[config.mk]
export PLATFORM = sky130hd
export DESIGN_NAME = fltw_front_flat
export DESIGN_NICKNAME = d
export VERILOG_FILES = /design/src/fltw_pkg.sv /design/src/fltw_if.sv /design/src/fltw_front.sv /design/src/flat_wrapper.sv
export SDC_FILE = /design/constraint.sdc
export NUM_CORES = 1
export LEC_CHECK = 0
export BUFFER_PORTS_ARGS = -buffer_cell sky130_fd_sc_hd__buf_4
export CAP_MARGIN = 30
export CELL_PAD_IN_SITES_DETAIL_PLACEMENT = 0
export CELL_PAD_IN_SITES_GLOBAL_PLACEMENT = 1
export CORE_UTILIZATION = 24
export DETAILED_ROUTE_END_ITERATION = 8
export GPL_TIMING_DRIVEN = 0
export PLACE_DENSITY_LB_ADDON = 0.1
export SLEW_MARGIN = 25
export SYNTH_ARGS = -nofsm -noshare
export SYNTH_HDL_FRONTEND = slang
export SYNTH_SLANG_ARGS = --single-unit
[constraint.sdc]
create_clock -name clk -period 3 [get_ports clk]
set_input_delay 0.6 -clock clk [delete_from_list [all_inputs] [get_ports clk]]
set_output_delay 0.6 -clock clk [all_outputs]
set_load 0.05 [all_outputs]
[src/fltw_pkg.sv]
// shared types and constants of the page table walker
package fltw_pkg;

  localparam int TablePages = 64;
  localparam int IndexBits = 9;
  localparam int PageBits = $clog2(TablePages);
  localparam int SlotBits = PageBits + IndexBits;
  localparam int Depth = TablePages * (1 << IndexBits);
  localparam int CountBits = $clog2(TablePages + 1);
  localparam logic [63:0] DirFlags = 64'd7;

  localparam logic [1:0] StOk = 2'd0;
  localparam logic [1:0] StMissing = 2'd1;
  localparam logic [1:0] StExhausted = 2'd2;

  localparam logic OpMap = 1'b0;
  localparam logic OpLookup = 1'b1;

  typedef struct packed {
    logic op;
    logic [47:0] virt_addr;
    logic [51:0] phys_addr;
    logic [11:0] flags;
  } req_t;

  typedef struct packed {
    logic [51:0] result_addr;
    logic [1:0] status;
  } rsp_t;

  typedef enum logic [2:0] {
    ST_CLEAR, ST_IDLE, ST_READ, ST_WAIT, ST_EVAL, ST_DONE
  } walk_state_t;

  function automatic logic [IndexBits-1:0] level_index(logic [47:0] va, logic [1:0] lvl);
    logic [47:0] s;
    begin
      case (lvl)
        2'd0: s = va >> 39;
        2'd1: s = va >> 30;
        2'd2: s = va >> 21;
        default: s = va >> 12;
      endcase
      return s[IndexBits-1:0];
    end
  endfunction

endpackage

[src/fltw_if.sv]
// valid/ready channel interface
interface fltw_if #(parameter type T = logic);
  logic valid;
  logic ready;
  T data;
  modport source (output valid, output data, input ready);
  modport sink (input valid, input data, output ready);
endinterface

[src/fltw_front.sv]
// input queue: two-entry fifo of accepted items
module fltw_front (
  input  logic clk,
  input  logic rst_n,
  fltw_if.sink in_ch,
  output fltw_pkg::req_t req,
  output logic req_valid,
  input  logic req_take
);
  fltw_pkg::req_t q_r [2];
  logic [1:0] cnt_r;
  logic rd_r;
  logic push, pop;

  assign in_ch.ready = (cnt_r != 2'd2);
  assign push = in_ch.valid && in_ch.ready;
  assign pop = req_take && req_valid;
  assign req_valid = (cnt_r != 2'd0);
  assign req = q_r[rd_r];

  always_ff @(posedge clk) begin
    if (!rst_n) begin
      cnt_r <= 2'd0;
      rd_r <= 1'b0;
    end else begin
      if (push) q_r[rd_r ^ cnt_r[0]] <= in_ch.data;
      if (pop) rd_r <= ~rd_r;
      cnt_r <= cnt_r + {1'b0, push} - {1'b0, pop};
    end
  end
endmodule

[src/flat_wrapper.sv]
// flat-port wrapper written by rule: the top's interface ports become plain ports
module fltw_front_flat 
  (clk, rst_n, req, req_valid, req_take, in_ch_valid, in_ch_data, in_ch_ready);
  fltw_if in_ch_i ();
  input  logic clk;
  input  logic rst_n;
  output fltw_pkg::req_t req;
  output logic req_valid;
  input  logic req_take;
  input wire logic [$bits(in_ch_i.valid)-1:0] in_ch_valid;
  input wire logic [$bits(in_ch_i.data)-1:0] in_ch_data;
  output wire logic [$bits(in_ch_i.ready)-1:0] in_ch_ready;
  assign in_ch_i.valid = in_ch_valid;
  assign in_ch_i.data = in_ch_data;
  assign in_ch_ready = in_ch_i.ready;
  fltw_front u_core (.clk(clk), .rst_n(rst_n), .in_ch(in_ch_i), .req(req), .req_valid(req_valid), .req_take(req_take));
endmodule
==> impl_metrics.yaml <==
grt:
  grt_pass1_vias: 493
  grt_start_max_net_pins: 9
  grt_pass1_wl_um: 1960
  overflow: 0
  grt_usage_pct: 4.76
  antenna_found_initial: 0
synthesis:
  synth.most_common_cell: "buf_4"
  netlist_area_sq_um: 1160
  seq_area_frac_synth_pct: 12.1
  avgSynthCellArea_sq_um: 8.19
  netlist.area_leader.share_pct: 72.3
  ys_types: 19
  synthCells: 142
  ys_ff_latch: 6
  synth_edf_count: 2
  synth_top_cell_by_area: "buf_4"
  synthArstFlopShare_pct: 0
  ys_warn_count: 0
  synth_top_flop_cell: "dfxtp_1"
  synth_area_leaders: "buf_4 72%, dfxtp_1 6.9%, edfxtp_1 5.2%"
  synthTopCellsByCount: "112 x buf_4, 4 x dfxtp_1, 3 x nand2_1"
outcome:
  status: "finished, final reports clean"
sta:
  report.final.slew_viol_count: 0
  period_share_pct: 55.7
  fmax_mhz: 598
  finClkSkew_ns: 0.00544
  layout_min_cycle_time_ns: 1.67
  whs_ns: 0.515
  rsz0062_at_grt: "no"
  finalSetupViolCount: 0
  finalHoldViolations: 0
  finalSetupTns_ns: 0
floorplan:
  core-area_sq_um: 4500
  die_y_um: 71.6
  die_area_sq_um: 5130
  die_w_um: 71.6
  start_util_pct: 25.8
  num_rows: 24
  num_io_pins: 120
clocking:
  cts.htree.levels: 1
  cts.sinks: 6
  cts_tree: "yes"
  cts_setup_buffers: 0
  numCtsBuffers: 3
  clk_latency_ns: 0.22
  clockBufferDepth: 2
  post_cts_resized: 0
  cts-root-buf: "clkbuf_8"
  hold_buffers: 0
  clk_pin_slew_ns: 0.04
drt:
  drc_errors: 0
  route.detailed.wl_per_inst_um: 4.88
  dr.pass1.iters: 4
  finalWirelength_um: 1540
  routed-via-count: 796
  drt_iter0_markers: 11
  viasPerCell: 2.52
  antenna_left: 0
pwr:
  p_leak_nw: 1.16
  power_w: 0.000873
  worst_ir_drop_vdd_uv: 166
  power-per-cell-area_nw_per_um2: 501
finish:
  n_antenna_cell: 0
  nFillCells: 477
  area_growth_pct: 49.8
  fin_nets: 272
  multi_input_area_sq_um: 591
  fin_cells: 316
  layout-drive-gt1-share_pct: 47.3
  regArea_sq_um: 140
critical_path:
  cp_max_fo: 8
  worstPathRequired_ns: 2.40
  worst_setup_path_end_kind: "output port"
  path_class: "flip-flop to output port"
  cp-start-kind: "flip-flop"
  arrival_ns: 1.07
hold_path:
  hold_class: "flip-flop to flip-flop"
placed_design:
  placed_cells: 312
  port_buffers: 7
  hpwlAfterDp_um: 1510
  gp_congestion: 0.657
job:
  cap_viol_max_count: 0
per-stage QoR:
stage                     setup slack, ns  util [%]  cell area (sq um)
after floorplan                      1.43         -               1580
after global placement               1.26      37.7               1700
after detailed placement             1.23      37.7               1700
after CTS                            1.31      38.7               1740
after global routing                 1.28      38.7               1740
final                                1.33      38.7               1740
critical path: stages (launching register included):
cell	delay [ns]
dfxtp_1	0.35
or2_2	0.31
buf_4	0.19
logic make-up after synthesis:
kind of cell | Yosys count | synth area share [%]
AOI/OAI and AO/OA | 3 | 1.51
muxes | 3 | 2.69
xor gates and xnor gates | 1 | 1.94
adders and majority gates | 2 | 2.15
other | 1 | 0.323
DFF | 6 | 12.1
buffers and inverters | 114 | 73.0
and+or+nand+nor | 12 | 6.35
power breakdown:
| group | internal (W) | leakage (nW) | switching (W) |
|---|---|---|---|
| sequential | 0.000108 | 0.0513 | 0.0000215 |
| clock | 0.0000914 | 0.0228 | 0.0000357 |
| combinational | 0.000189 | 1.09 | 0.000427 |
| total | 0.000389 | 1.16 | 0.000484 |
area by class of cell:
| cell class | instances | share of cell area, % |
|---|---|---|
| Multi-Input combinational cell | 133 | 33.9 |
| Tap cell | 52 | 3.74 |
| Buffer | 112 | 48.3 |
| Sequential cell | 6 | 8.05 |
| Clock buffer | 4 | 2.59 |
| Inverter | 2 | 0.431 |
| Timing Repair Buffer | 7 | 3.02 |
worst paths after layout:
| check | from | to | slack, ns | cells past startpoint |
|---|---|---|---|---|
| setup / recovery | u_core.cnt_r[0] | req_valid | 1.33 | 2 |
| setup reg to reg | u_core.cnt_r[0] | u_core.cnt_r[1] | 1.49 | 6 |
| hold / removal | u_core.rd_r | flip-flop | 0.52 | 2 |
| hold reg to reg | u_core.rd_r | flip-flop | 0.52 | 2 |
cell usage in the layout (no fill, tap or decap):
master / synthesis / routed
inv_1: 2 / 2
or3b_1: 1 / 1
conb_1: 1 / 112
ha_1: 2 / 2
buf_4: 112 / 119
or3_1: 1 / 1
edfxtp_1: 2 / 2
or2b_1: 1 / 1
clkbuf_1: 0 / 1
nand2_1: 3 / 3
dfxtp_1: 4 / 4
xnor3_1: 1 / 1
o21a_1: 1 / 1
clkbuf_8: 0 / 3
a21oi_1: 2 / 2
mux2_2: 1 / 1
nor2b_2: 1 / 1
nand2b_1: 2 / 2
or2_2: 1 / 1
and2_1: 2 / 2
mux2i_1: 2 / 2
routing by layer:
metal  wire length (um)  vias to the layer above  GRT usage, %  part of all wire [%]
met5                  0                        -             0                     0
met4                 19                        0          2.61                   1.2
met3                326                        2          1.69                    21
met2                757                       70          9.31                    49
met1                439                      267          4.21                    28
li1                   -                      457             -                     -
No activity file was read; power rests on OpenSTA's default activity.
